## src/design/spqv_pkg.sv

```systemverilog
`timescale 1ns / 1ps
package spqv_pkg;

  localparam int unsigned MAX_SPRITES = 1024;
  localparam int unsigned INDEX_MODE  = 1;
  localparam int unsigned QUAD_IDX    = 6;
  localparam int unsigned QUAD_VTX    = 4;
  localparam int unsigned CAP         = MAX_SPRITES * QUAD_IDX;
  localparam int unsigned VTX_RES     = (INDEX_MODE == 0) ? QUAD_IDX : QUAD_VTX;
  localparam int unsigned NUM_RES     = (INDEX_MODE == 1) ? QUAD_VTX + QUAD_IDX : VTX_RES;
  localparam int unsigned VC_STEP     = VTX_RES;
  localparam int unsigned IC_STEP     = (INDEX_MODE == 0) ? 0 : QUAD_IDX;

  localparam logic [17:0] UV_MAX = 18'h3FFFF;

  localparam logic [1:0] FUNC_BEGIN  = 2'd0;
  localparam logic [1:0] FUNC_FRAME  = 2'd1;
  localparam logic [1:0] FUNC_REGION = 2'd2;
  localparam logic [1:0] FUNC_NONE   = 2'd3;

  localparam logic [1:0] KIND_VERTEX = 2'd0;
  localparam logic [1:0] KIND_INDEX  = 2'd1;
  localparam logic [1:0] KIND_REJECT = 2'd2;

  localparam logic [2:0] REG_TILE_W  = 3'd0;
  localparam logic [2:0] REG_TILE_H  = 3'd1;
  localparam logic [2:0] REG_BORDER_X = 3'd2;
  localparam logic [2:0] REG_BORDER_Y = 3'd3;
  localparam logic [2:0] REG_PAD_X   = 3'd4;
  localparam logic [2:0] REG_PAD_Y   = 3'd5;
  localparam logic [2:0] REG_TEX_W   = 3'd6;
  localparam logic [2:0] REG_TEX_H   = 3'd7;

  // Triangle list order of the quad corners: 0,1,2,2,3,1.
  function automatic logic [1:0] quad_order(input logic [2:0] k);
    logic [1:0] r;
    case (k)
      3'd0: r = 2'd0;
      3'd1: r = 2'd1;
      3'd2: r = 2'd2;
      3'd3: r = 2'd2;
      3'd4: r = 2'd3;
      default: r = 2'd1;
    endcase
    return r;
  endfunction

  function automatic logic [31:0] clamp32(input logic signed [46:0] v);
    logic [31:0] r;
    if (v > 47'sd2147483647) r = 32'h7FFFFFFF;
    else if (v < -47'sd2147483648) r = 32'h80000000;
    else r = v[31:0];
    return r;
  endfunction

endpackage

```

## src/design/spqv_div.sv

```systemverilog
`timescale 1ns / 1ps
module spqv_div (
  input  logic        clk_i,
  input  logic        rst_ni,
  input  logic        start_i,
  input  logic [31:0] texel_i,
  input  logic [15:0] size_i,
  output logic        busy_o,
  output logic        done_o,
  output logic [17:0] quot_o
);
  import spqv_pkg::*;

  // Restoring divider, one quotient bit per cycle. The quotient is known to
  // fit 18 bits whenever the texel is below four times the size.
  logic        busy_q, busy_d, done_q, done_d;
  logic [4:0]  cnt_q, cnt_d;
  logic [15:0] rem_q, rem_d, size_q, size_d;
  logic [17:0] low_q, low_d, quot_q, quot_d;
  logic [16:0] trial;
  logic        sat;

  assign sat   = (size_i == 16'd0) || (texel_i >= {14'd0, size_i, 2'd0});
  assign trial = {rem_q, low_q[17]};

  always_comb begin
    busy_d = busy_q;
    done_d = 1'b0;
    cnt_d  = cnt_q;
    rem_d  = rem_q;
    size_d = size_q;
    low_d  = low_q;
    quot_d = quot_q;
    if (start_i) begin
      size_d = size_i;
      if (sat) begin
        quot_d = UV_MAX;
        done_d = 1'b1;
      end else begin
        rem_d  = texel_i[17:2];
        low_d  = {texel_i[1:0], 16'd0};
        quot_d = 18'd0;
        cnt_d  = 5'd18;
        busy_d = 1'b1;
      end
    end else if (busy_q) begin
      if (trial >= {1'b0, size_q}) begin
        rem_d  = 16'(trial - {1'b0, size_q});
        quot_d = {quot_q[16:0], 1'b1};
      end else begin
        rem_d  = trial[15:0];
        quot_d = {quot_q[16:0], 1'b0};
      end
      low_d = {low_q[16:0], 1'b0};
      cnt_d = cnt_q - 5'd1;
      if (cnt_q == 5'd1) begin
        busy_d = 1'b0;
        done_d = 1'b1;
      end
    end
  end

  always_ff @(posedge clk_i or negedge rst_ni) begin
    if (!rst_ni) begin
      busy_q <= 1'b0;
      done_q <= 1'b0;
      cnt_q  <= 5'd0;
    end else begin
      busy_q <= busy_d;
      done_q <= done_d;
      cnt_q  <= cnt_d;
    end
  end

  always_ff @(posedge clk_i) begin
    rem_q  <= rem_d;
    size_q <= size_d;
    low_q  <= low_d;
    quot_q <= quot_d;
  end

  assign busy_o = busy_q;
  assign done_o = done_q;
  assign quot_o = quot_q;

  assert property (@(posedge clk_i) disable iff (!rst_ni) busy_q |-> !done_q)
    else $error("divider done while busy");
  assert property (@(posedge clk_i) disable iff (!rst_ni) busy_q |-> cnt_q != 5'd0)
    else $error("divider busy with empty count");
  assert property (@(posedge clk_i) disable iff (!rst_ni)
    (busy_q && cnt_q == 5'd1) |=> done_q)
    else $error("divider missed its done pulse");
endmodule

```

## src/design/sprite_quad_vertex_generator_unit.sv

```systemverilog
`timescale 1ns / 1ps
// A sprite takes four products on the multiplier, an edge step and four divisions
// in turn on the one shared divider (shorter when u or v saturates), then one
// result word per cycle while the output is not stalled, ten for an indexed quad.
// Requests are taken one at a time; begin and ignored requests emit no word and
// a rejected request only a reject word. Reset clears the batch state, the counts and the
// configuration to 16x16 tiles, no border or padding, a 256x256 texture.
module sprite_quad_vertex_generator_unit (
  input  logic         clk_i,
  input  logic         rst_ni,
  input  logic         cfg_we_i,
  input  logic [2:0]   cfg_index_i,
  input  logic [15:0]  cfg_data_i,
  input  logic         s_axis_tvalid,
  output logic         s_axis_tready,
  // tdata, from bit 0: src_x, src_y, src_width, src_height, center_x, center_y,
  // extent_x, extent_y, depth, flip, color, zero fill.
  input  logic [263:0] s_axis_tdata,
  // tuser: func.
  input  logic [1:0]   s_axis_tuser,
  output logic         m_axis_tvalid,
  input  logic         m_axis_tready,
  // tdata, from bit 0: slot, pos_x, pos_y, pos_z, tex_u, tex_v, vertex_color,
  // index_value, zero fill.
  output logic [191:0] m_axis_tdata,
  // tuser: kind.
  output logic [1:0]   m_axis_tuser,
  output logic         m_axis_tlast
);
  import spqv_pkg::*;

  typedef enum logic [2:0] {
    S_IDLE, S_MUL, S_EDGE, S_DIV, S_DWAIT, S_EMIT
  } state_e;

  // Configuration registers.
  logic [12:0] tile_w_q, tile_h_q;
  logic [11:0] border_x_q, border_y_q, pad_x_q, pad_y_q;
  logic [15:0] tex_w_q, tex_h_q;

  always_ff @(posedge clk_i or negedge rst_ni) begin
    if (!rst_ni) begin
      tile_w_q   <= 13'd16;
      tile_h_q   <= 13'd16;
      border_x_q <= 12'd0;
      border_y_q <= 12'd0;
      pad_x_q    <= 12'd0;
      pad_y_q    <= 12'd0;
      tex_w_q    <= 16'd256;
      tex_h_q    <= 16'd256;
    end else if (cfg_we_i) begin
      unique case (cfg_index_i)
        REG_TILE_W:   tile_w_q   <= cfg_data_i[12:0];
        REG_TILE_H:   tile_h_q   <= cfg_data_i[12:0];
        REG_BORDER_X: border_x_q <= cfg_data_i[11:0];
        REG_BORDER_Y: border_y_q <= cfg_data_i[11:0];
        REG_PAD_X:    pad_x_q    <= cfg_data_i[11:0];
        REG_PAD_Y:    pad_y_q    <= cfg_data_i[11:0];
        REG_TEX_W:    tex_w_q    <= cfg_data_i;
        REG_TEX_H:    tex_h_q    <= cfg_data_i;
        default: ;
      endcase
    end
  end

  state_e      state_q;
  logic [3:0]  step_q;
  logic        open_q, rej_q;
  logic [12:0] vc_q, ic_q;

  // Captured request word.
  logic [1:0]  func_q, flip_q;
  logic [15:0] sx_q, sy_q, sw_q, sh_q;
  logic [31:0] cx_q, cy_q, ex_q, ey_q, z_q, color_q;

  // Products of the shared multiplier, edges, texels and uv results.
  logic signed [49:0] prod_q [4];
  logic [31:0] xl_q, xr_q, yt_q, yb_q;
  logic [31:0] texel_q [4];
  logic [17:0] uv_q [4];

  // Output register.
  logic         ovalid_q, olast_q;
  logic [1:0]   okind_q;
  logic [191:0] odata_q;

  logic accept, func_begin, full, out_free, emit_fire;
  logic [12:0] chk_cnt;

  assign s_axis_tready = (state_q == S_IDLE);
  assign accept        = s_axis_tvalid && s_axis_tready;
  assign func_begin    = (s_axis_tuser == FUNC_BEGIN);
  assign chk_cnt       = (INDEX_MODE != 0) ? ic_q : vc_q;
  assign full          = ({1'b0, chk_cnt} + 14'(QUAD_IDX)) > 14'(CAP);
  assign out_free      = !ovalid_q || m_axis_tready;
  assign emit_fire     = (state_q == S_EMIT) && out_free;

  // Multiplier operand selection, one product per cycle.
  logic signed [16:0] mul_a;
  logic signed [32:0] mul_b;
  logic signed [49:0] mul_p;

  always_comb begin
    case (step_q[1:0])
      2'd0: begin
        mul_a = $signed({4'd0, tile_w_q});
        mul_b = $signed({ex_q[31], ex_q});
      end
      2'd1: begin
        mul_a = $signed({4'd0, tile_h_q});
        mul_b = $signed({ey_q[31], ey_q});
      end
      2'd2: begin
        mul_a = $signed({1'b0, sx_q});
        mul_b = $signed({19'd0, 14'({1'b0, tile_w_q} + {2'd0, pad_x_q})});
      end
      default: begin
        mul_a = $signed({1'b0, sy_q});
        mul_b = $signed({19'd0, 14'({1'b0, tile_h_q} + {2'd0, pad_y_q})});
      end
    endcase
    mul_p = mul_a * mul_b;
  end

  // Half extents and edges. Frame halves round toward minus infinity, region
  // halves are truncated toward zero to whole pixels.
  logic signed [46:0] hx, hy, sxl, sxr, syt, syb;
  logic signed [32:0] rx, ry;
  logic [31:0] tl, tr, tt, tb;

  always_comb begin
    rx = ($signed({ex_q[31], ex_q}) + (ex_q[31] ? 33'sd131071 : 33'sd0)) >>> 17;
    ry = ($signed({ey_q[31], ey_q}) + (ey_q[31] ? 33'sd131071 : 33'sd0)) >>> 17;
    if (func_q == FUNC_FRAME) begin
      hx = 47'(prod_q[0] >>> 1);
      hy = 47'(prod_q[1] >>> 1);
      tl = 32'({1'b0, border_x_q} + 31'(prod_q[2][29:0]));
      tt = 32'({1'b0, border_y_q} + 31'(prod_q[3][29:0]));
      tr = tl + {19'd0, tile_w_q};
      tb = tt + {19'd0, tile_h_q};
    end else begin
      hx = {{14{rx[32]}}, rx} <<< 16;
      hy = {{14{ry[32]}}, ry} <<< 16;
      tl = {16'd0, sx_q};
      tt = {16'd0, sy_q};
      tr = 32'({1'b0, sx_q} + {1'b0, sw_q});
      tb = 32'({1'b0, sy_q} + {1'b0, sh_q});
    end
    sxl = $signed({{15{cx_q[31]}}, cx_q}) - hx;
    sxr = $signed({{15{cx_q[31]}}, cx_q}) + hx;
    syt = $signed({{15{cy_q[31]}}, cy_q}) - hy;
    syb = $signed({{15{cy_q[31]}}, cy_q}) + hy;
  end

  // Shared divider: u left, u right, v top, v bottom in turn.
  logic        div_start, div_busy, div_done;
  logic [17:0] div_quot;

  assign div_start = (state_q == S_DIV);

  spqv_div u_div (
    .clk_i   (clk_i),
    .rst_ni  (rst_ni),
    .start_i (div_start),
    .texel_i (texel_q[step_q[1:0]]),
    .size_i  (step_q[1] ? tex_h_q : tex_w_q),
    .busy_o  (div_busy),
    .done_o  (div_done),
    .quot_o  (div_quot)
  );

  // Result word for the current emit step.
  logic [17:0] ul, ur, vt, vb;
  logic [1:0]  vsel;
  logic [2:0]  ik;
  logic        is_vtx, is_last;
  logic [1:0]  w_kind;
  logic [191:0] w_data;

  always_comb begin
    ul = flip_q[0] ? uv_q[1] : uv_q[0];
    ur = flip_q[0] ? uv_q[0] : uv_q[1];
    vt = flip_q[1] ? uv_q[3] : uv_q[2];
    vb = flip_q[1] ? uv_q[2] : uv_q[3];
    is_vtx  = (step_q < 4'(VTX_RES));
    is_last = rej_q || (step_q == 4'(NUM_RES - 1));
    vsel    = (INDEX_MODE == 0) ? quad_order(step_q[2:0]) : step_q[1:0];
    ik      = 3'(step_q - 4'(VTX_RES));
    w_data  = '0;
    if (rej_q) begin
      w_kind = KIND_REJECT;
    end else if (is_vtx) begin
      w_kind          = KIND_VERTEX;
      w_data[12:0]    = vc_q + {9'd0, step_q};
      w_data[44:13]   = vsel[0] ? xr_q : xl_q;
      w_data[76:45]   = vsel[1] ? yb_q : yt_q;
      w_data[108:77]  = z_q;
      w_data[126:109] = vsel[0] ? ur : ul;
      w_data[144:127] = vsel[1] ? vb : vt;
      w_data[176:145] = color_q;
    end else begin
      w_kind          = KIND_INDEX;
      w_data[12:0]    = ic_q + {10'd0, ik};
      w_data[189:177] = vc_q + {11'd0, quad_order(ik)};
    end
  end

  always_ff @(posedge clk_i or negedge rst_ni) begin
    if (!rst_ni) begin
      state_q  <= S_IDLE;
      step_q   <= 4'd0;
      open_q   <= 1'b0;
      rej_q    <= 1'b0;
      vc_q     <= 13'd0;
      ic_q     <= 13'd0;
      ovalid_q <= 1'b0;
      okind_q  <= KIND_VERTEX;
      olast_q  <= 1'b0;
    end else begin
      // The output register loads a new word or drains once it is taken.
      if (emit_fire) begin
        ovalid_q <= 1'b1;
      end else if (m_axis_tready) begin
        ovalid_q <= 1'b0;
      end
      unique case (state_q)
        S_IDLE: begin
          if (accept) begin
            step_q <= 4'd0;
            if (func_begin) begin
              open_q <= 1'b1;
              vc_q   <= 13'd0;
              ic_q   <= 13'd0;
            end else if (s_axis_tuser != FUNC_NONE) begin
              rej_q   <= !open_q || full;
              state_q <= (!open_q || full) ? S_EMIT : S_MUL;
            end
          end
        end
        S_MUL: begin
          step_q <= step_q + 4'd1;
          if (step_q == 4'd3) begin
            state_q <= S_EDGE;
          end
        end
        S_EDGE: begin
          step_q  <= 4'd0;
          state_q <= S_DIV;
        end
        S_DIV: begin
          state_q <= S_DWAIT;
        end
        S_DWAIT: begin
          if (div_done) begin
            if (step_q == 4'd3) begin
              step_q  <= 4'd0;
              state_q <= S_EMIT;
            end else begin
              step_q  <= step_q + 4'd1;
              state_q <= S_DIV;
            end
          end
        end
        S_EMIT: begin
          if (out_free) begin
            okind_q  <= w_kind;
            olast_q  <= is_last;
            step_q   <= step_q + 4'd1;
            if (is_last) begin
              state_q <= S_IDLE;
              rej_q   <= 1'b0;
              if (!rej_q) begin
                vc_q <= vc_q + 13'(VC_STEP);
                ic_q <= ic_q + 13'(IC_STEP);
              end
            end
          end
        end
        default: state_q <= S_IDLE;
      endcase
    end
  end

  always_ff @(posedge clk_i) begin
    if (accept) begin
      func_q  <= s_axis_tuser;
      sx_q    <= s_axis_tdata[15:0];
      sy_q    <= s_axis_tdata[31:16];
      sw_q    <= s_axis_tdata[47:32];
      sh_q    <= s_axis_tdata[63:48];
      cx_q    <= s_axis_tdata[95:64];
      cy_q    <= s_axis_tdata[127:96];
      ex_q    <= s_axis_tdata[159:128];
      ey_q    <= s_axis_tdata[191:160];
      z_q     <= s_axis_tdata[223:192];
      flip_q  <= s_axis_tdata[225:224];
      color_q <= s_axis_tdata[257:226];
    end
    if (state_q == S_MUL) prod_q[step_q[1:0]] <= mul_p;
    if (state_q == S_EDGE) begin
      xl_q       <= clamp32(sxl);
      xr_q       <= clamp32(sxr);
      yt_q       <= clamp32(syt);
      yb_q       <= clamp32(syb);
      texel_q[0] <= tl;
      texel_q[1] <= tr;
      texel_q[2] <= tt;
      texel_q[3] <= tb;
    end
    if (state_q == S_DWAIT && div_done) uv_q[step_q[1:0]] <= div_quot;
    if (emit_fire) odata_q <= w_data;
  end

  assign m_axis_tvalid = ovalid_q;
  assign m_axis_tdata  = odata_q;
  assign m_axis_tuser  = okind_q;
  assign m_axis_tlast  = olast_q;

  assert property (@(posedge clk_i) disable iff (!rst_ni)
    (ovalid_q && okind_q == KIND_REJECT) |-> olast_q)
    else $error("reject word without last");
  assert property (@(posedge clk_i) disable iff (!rst_ni) ic_q <= 13'(CAP))
    else $error("index count beyond capacity");
  assert property (@(posedge clk_i) disable iff (!rst_ni) s_axis_tready |-> !div_busy)
    else $error("ready while divider busy");
endmodule

```

## config.mk

```make
export PLATFORM = sky130hd
export DESIGN_NAME = sprite_quad_vertex_generator_unit
export DESIGN_NICKNAME = d
export VERILOG_FILES = /design/src/design/spqv_pkg.sv /design/src/design/spqv_div.sv /design/src/design/sprite_quad_vertex_generator_unit.sv
export SDC_FILE = /design/constraint.sdc
export NUM_CORES = 2
export LEC_CHECK = 0
export ABC_AREA = 1
export ABC_CLOCK_PERIOD_IN_PS = 17400
export BUFFER_PORTS_ARGS = -buffer_cell sky130_fd_sc_hd__buf_4
export CAP_MARGIN = 40
export CORE_MARGIN = 2
export CORE_UTILIZATION = 57
export CTS_CLUSTER_SIZE = 28
export DETAILED_ROUTE_END_ITERATION = 8
export PLACE_DENSITY = 0.78
export SETUP_SLACK_MARGIN = 0.3
export SYNTH_ARGS = -nofsm -noshare
export SYNTH_HDL_FRONTEND = slang
export SYNTH_HIERARCHICAL = 1
export SYNTH_SLANG_ARGS = --single-unit
```

## constraint.sdc

```tcl
create_clock -name clk_i -period 17.4 [get_ports clk_i]
set_clock_uncertainty 0.1 [all_clocks]
set_input_delay 1.74 -clock clk_i [delete_from_list [all_inputs] [get_ports clk_i]]
set_output_delay 1.74 -clock clk_i [all_outputs]
set_load 0.05 [all_outputs]
```

# After elaboration in Yosys (flattened, before gate mapping)
# Memories as Yosys holds them, arrays and structs flattened.
# Cells that the tools add are included.
# totals
register_bits	798
mem_bits_rw	400
in_bits	290
output_inout_bits	197
memories	3
# op_classes
n_addsub	24
mul	1
magnitude_cmp	12
n_eq_ne	32
muxes	90
bitwise_logic	1
reduce_logical	37
# memory_table
name	depth	word_bits	read_ports	rd_ports_with_merged_regs	wr	line_no	rtl
prod_q	4	50	4	0	1	sprite_quad_vertex_generator_unit.sv:77	logic signed [49:0] prod_q [4];
texel_q	4	32	1	0	4	sprite_quad_vertex_generator_unit.sv:79	logic [31:0] texel_q [4];
uv_q	4	18	4	0	1	sprite_quad_vertex_generator_unit.sv:80	logic [17:0] uv_q [4];
# op_table
operator	count
$mux 32	8
$mux 18	12
$gt 47x32->1 const B	4
$lt 47x32->1 const B	4
$mux 13	9
$pmux 33 s3	1
$add 32x47->47	2
$mux 47	2
$sub 32x47->47	2
$mux 16	5
$add 32x18->33	2
$add 31x13->32	2
$add 12x30->31	2
$mux 31	2
$pmux 13 s2	2
$mul 17x33->50	1
$pmux 16 s3	1
$add 16x16->17	2
$mux 17	2
$ge 32x18->1	1
$add 13x12->14	2
$mux 3	9
$add 13x3->13 const B	2
$mux 1	23
43 further kinds	95

# Logic depth before layout (Yosys ltp)
# depth
word_depth	8
ltp_mapped	39
depth_no_buf	38

# Cells and area by module
# The synthesis kept the hierarchy.
# by_module_without_submodules
mod	instances	cells_each	area_each_um2
sprite_quad_vertex_generator_unit	1	9812	81999.9
spqv_div	1	542	4290.4

# Least setup slack after synthesis
# Ideal clock, no wire load.
# synth_path
kind	reg2reg
startpoint	register state_q[2]
endpoint	memory texel_q[0][0] (enable)
setup_ns	1.182
arrival_ns	17.679
required_time_ns	16.118
setup_slack_ns	-1.561
stages_incl_launch_ff	2
cell_sequence	dfrtp_1 -> nor3_1
# synth_rtl
item	line_no	rtl
start: declaration	sprite_quad_vertex_generator_unit.sv:66	state_e state_q;
start signal: assignment	sprite_quad_vertex_generator_unit.sv:236	state_q <= (!open_q || full) ? S_EMIT : S_MUL;
end: declaration	sprite_quad_vertex_generator_unit.sv:79	

# Final worst setup path
# layout_path
startpoint	register step_q[1]
endpoint	memory prod_q[1][29] (data pin)
# layout_between
elab_chain_cells	3
elab_cells_between_ends	6
classes_between	mul: 1; eq/ne: 2; mux: 2; reduce/logical: 1
# layout_lines
item	line_no	rtl
start: declaration	sprite_quad_vertex_generator_unit.sv:67	logic [3:0] step_q;
start signal: assignment	sprite_quad_vertex_generator_unit.sv:241	step_q <= step_q + 4'd1;
start signal: assignment	sprite_quad_vertex_generator_unit.sv:259	step_q <= step_q + 4'd1;
start signal: assignment	sprite_quad_vertex_generator_unit.sv:268	step_q <= step_q + 4'd1;
$eq 2x2->1, or another cell as far along	sprite_quad_vertex_generator_unit.sv:104	case (step_q[1:0])
$pmux 16 s3 / $pmux 33 s3 (equally long branches)	sprite_quad_vertex_generator_unit.sv:104	
$mul 17x33->50 (*)	sprite_quad_vertex_generator_unit.sv:122	mul_p = mul_a * mul_b;
named net mul_p[29]	sprite_quad_vertex_generator_unit.sv:101	logic signed [49:0] mul_p;
end: declaration	sprite_quad_vertex_generator_unit.sv:77	
# Mark *: on every way through the listed nets, which the timed path passes. The rest lies on a longest branch.

==> impl_metrics.ini <==
[placed_design]
dp_hpwl_um = 236000
gp_congestion = 1.04
numPortBuffers = 478
place_area_um2 = 92000

[detailed_routing]
drtIter0Drc = 8058
routed_wl_um = 292000
drt_first_pass_iters = 9
antenna_left = 0
drt-wirelength-per-cell_um = 22.7
num_vias = 73908
drc = 0
vias_per_cell = 5.74

[clocking]
worst_skew_pair.late_latency_ns = 0.82
cts_setup_buffers = 0
htreeDepth = 3
cts_resized = 0
cts_max_path_buffers = 3
postCtsHoldBufs = 0
cts.sinks = 1131
clk_pin_slew_ns = 0.07
cts-root-buf = clkbuf_16
cts_tree = built
cts_made_buffers = 113

[worst_setup_path]
cp_max_fo = 42
crit_path_start_kind = flip-flop
crit_type = flip-flop to flip-flop
required_ns = 17.72
crit_arrival_ns = 10.76
r2r_cells = 27
end_kind = flip-flop

[final_layout]
mostFrequentLayoutCells = nand2_1 (2531), inv_1 (1754), nor2_1 (991), edfxtp_1 (982), o21ai_0 (634)
n_fill_cell = 12684
syn2layout_area_growth_pct = 11.2
nNetsFinal = 12025
mostFrequentLayoutCell = nand2_1
drive_gt1_frac = 0.0899
design_area_um2 = 95900

[logic_synthesis]
synth_warnings = 6
synth_area_per_cell_um2 = 8.33
synth_top_area_share = 0.342
synth-seq-cells = 1131
synth_area_leader_cell = edfxtp_1
syn_area_um2 = 86300
synth_cell_types = 73
synth.area.top_cells = edfxtp_1 (34%), fa_1 (12%), nand2_1 (11%)
syn_inst = 10354
yosysSeqAreaShare = 0.385

[floorplanning]
dieHeight_um = 393
die_w_um = 393
rows = 142
io_pins = 487
dieArea_um2 = 155000
core_um2 = 150000
start_util = 0.575

[timing]
rsz0062_at_grt = no
tightest_slew_ns = 1.04
setup_violations = 0
fin_hold_ws_ns = 0.392
fmax_mhz = 95.8
finalHoldViolations = 0
slew-limit-headroom = 0.309
slew_viol_final = 0
period_needed_ns = 10.43
setup_tns_ns = 0
fin_crit_sh = 0.600

[status]
status = completed

[global_routing]
grt_max_degree = 188
grt_use_total = 0.377
gr-total-overflow = 0
grt_pass1_wl_um = 434000
grt_pass1_vias = 71694
antenna_found_initial = 7

[run]
cap_violations = 0

[worst_hold_path]
holdPathStages = 2
hold_path_class = flip-flop to flip-flop
worst max-delay path: stages, from the launching register on:
cell      delay (ns)
dfrtp_2         0.40
inv_2           0.52
ha_1            0.27
buf_4           0.41
clkinv_1        0.12
buf_4           0.31
o221ai_1        0.70
nand2_1         0.25
o21ai_1         0.57
inv_1           0.34
buf_16          0.26
nor2_1          0.14
fa_1            0.43
inv_1           0.08
fa_1            0.44
fa_1            0.55
inv_1           0.06
fa_1            0.50
fa_1            0.54
inv_1           0.06
fa_1            0.59
inv_1           0.07
ha_1            0.45
nand2_1         0.18
nor4_1          0.40
nand2_1         0.08
o21ai_0         0.54
xor2_1          0.69
final cells by class:
type | instances | area, µm² | share of cell area
clock inverter | 78 | 971 | 0.0101
timing repair buffer | 583 | 4580 | 0.0478
multi-input combinational | 7131 | 44900 | 0.468
tap | 2016 | 2520 | 0.0263
inverter | 1796 | 6750 | 0.0703
clock buffer | 133 | 2930 | 0.0306
antenna | 2 | 5.00 | 0.0000522
sequential | 1131 | 33200 | 0.346
cell usage after synthesis (all sizes together):
cell        n
nand2    2578
inv      1785
nor2     1034
edfxtp    982
o21ai     672
a21oi     629
fa        497
ha        482
nand3     399
xor2      221
clkbuf    190
dfrtp     145
buf       110
nand4     100
nor3       90
o22ai      57
o21bai     56
xnor2      55
a21o       30
a31oi      29
o21a       28
nor4       25
a21boi     24
o211ai     19
o31ai      16
nand3b     15
or2        15
clkinv     11
and2       10
a211oi      9
a221oi      9
a22o        5
o311ai      5
dfstp       4
o221ai      4
and3        3
mux2        3
a31o        2
a22oi       1
and2b       1
conb        1
o2111ai     1
o2bb2ai     1
o41ai       1
path summary, 6_finish.rpt:
kind	startpoint	end	slack, ns
max	step_q[1]	prod_q[1][29]	6.97
min	tex_w_q[10]	tex_w_q[10]	0.39
max reg2reg	step_q[1]	prod_q[1][29]	6.97
min reg2reg	tex_w_q[10]	tex_w_q[10]	0.39
max in group asynchronous	rst_ni	border_y_q[2]	15.12
min in group asynchronous	rst_ni	tex_h_q[3]	0.85
registers in the layout, indices dropped and copies added (netlist names), 72 cells and up:
register,count
m_axis_tdata,190
prod_q,154
texel_q,126
uv_q,72
per-layer routing:
layer,global-route usage,wire [µm],up-vias,part of all wire
met5,0,23,-,0.000079
met4,0.164,14700,4,0.050
met3,0.0903,33900,702,0.12
met2,0.572,126000,3856,0.43
met1,0.518,118000,35324,0.40
li1,-,-,34022,-
cells by family (layout without fill, tap and decap cells):
logic type      after synthesis  in the layout  synth area share
compound gates             1598           1598             0.102
xor+xnor                    276            276            0.0284
fa+ha+maj                   979            979             0.185
simple gates               4270           4270             0.204
other cells                   1              7         0.0000435
buf+inv                    2096           2590            0.0958
mux                           3              3          0.000391
flops                      1131           1131             0.385
metrics by stage:
step	utilization	std cells	setup WS, ns
after floorplan	-	10358	3.97
after global placement	0.610	12625	7.00
after detailed placement	0.613	12655	7.34
after CTS	0.639	12866	7.27
after global routing	0.639	12868	6.80
final	0.639	12870	6.97
Power is not shown: default switching activity piles up to over one toggle a cycle in this logic, so the estimate is an artifact.
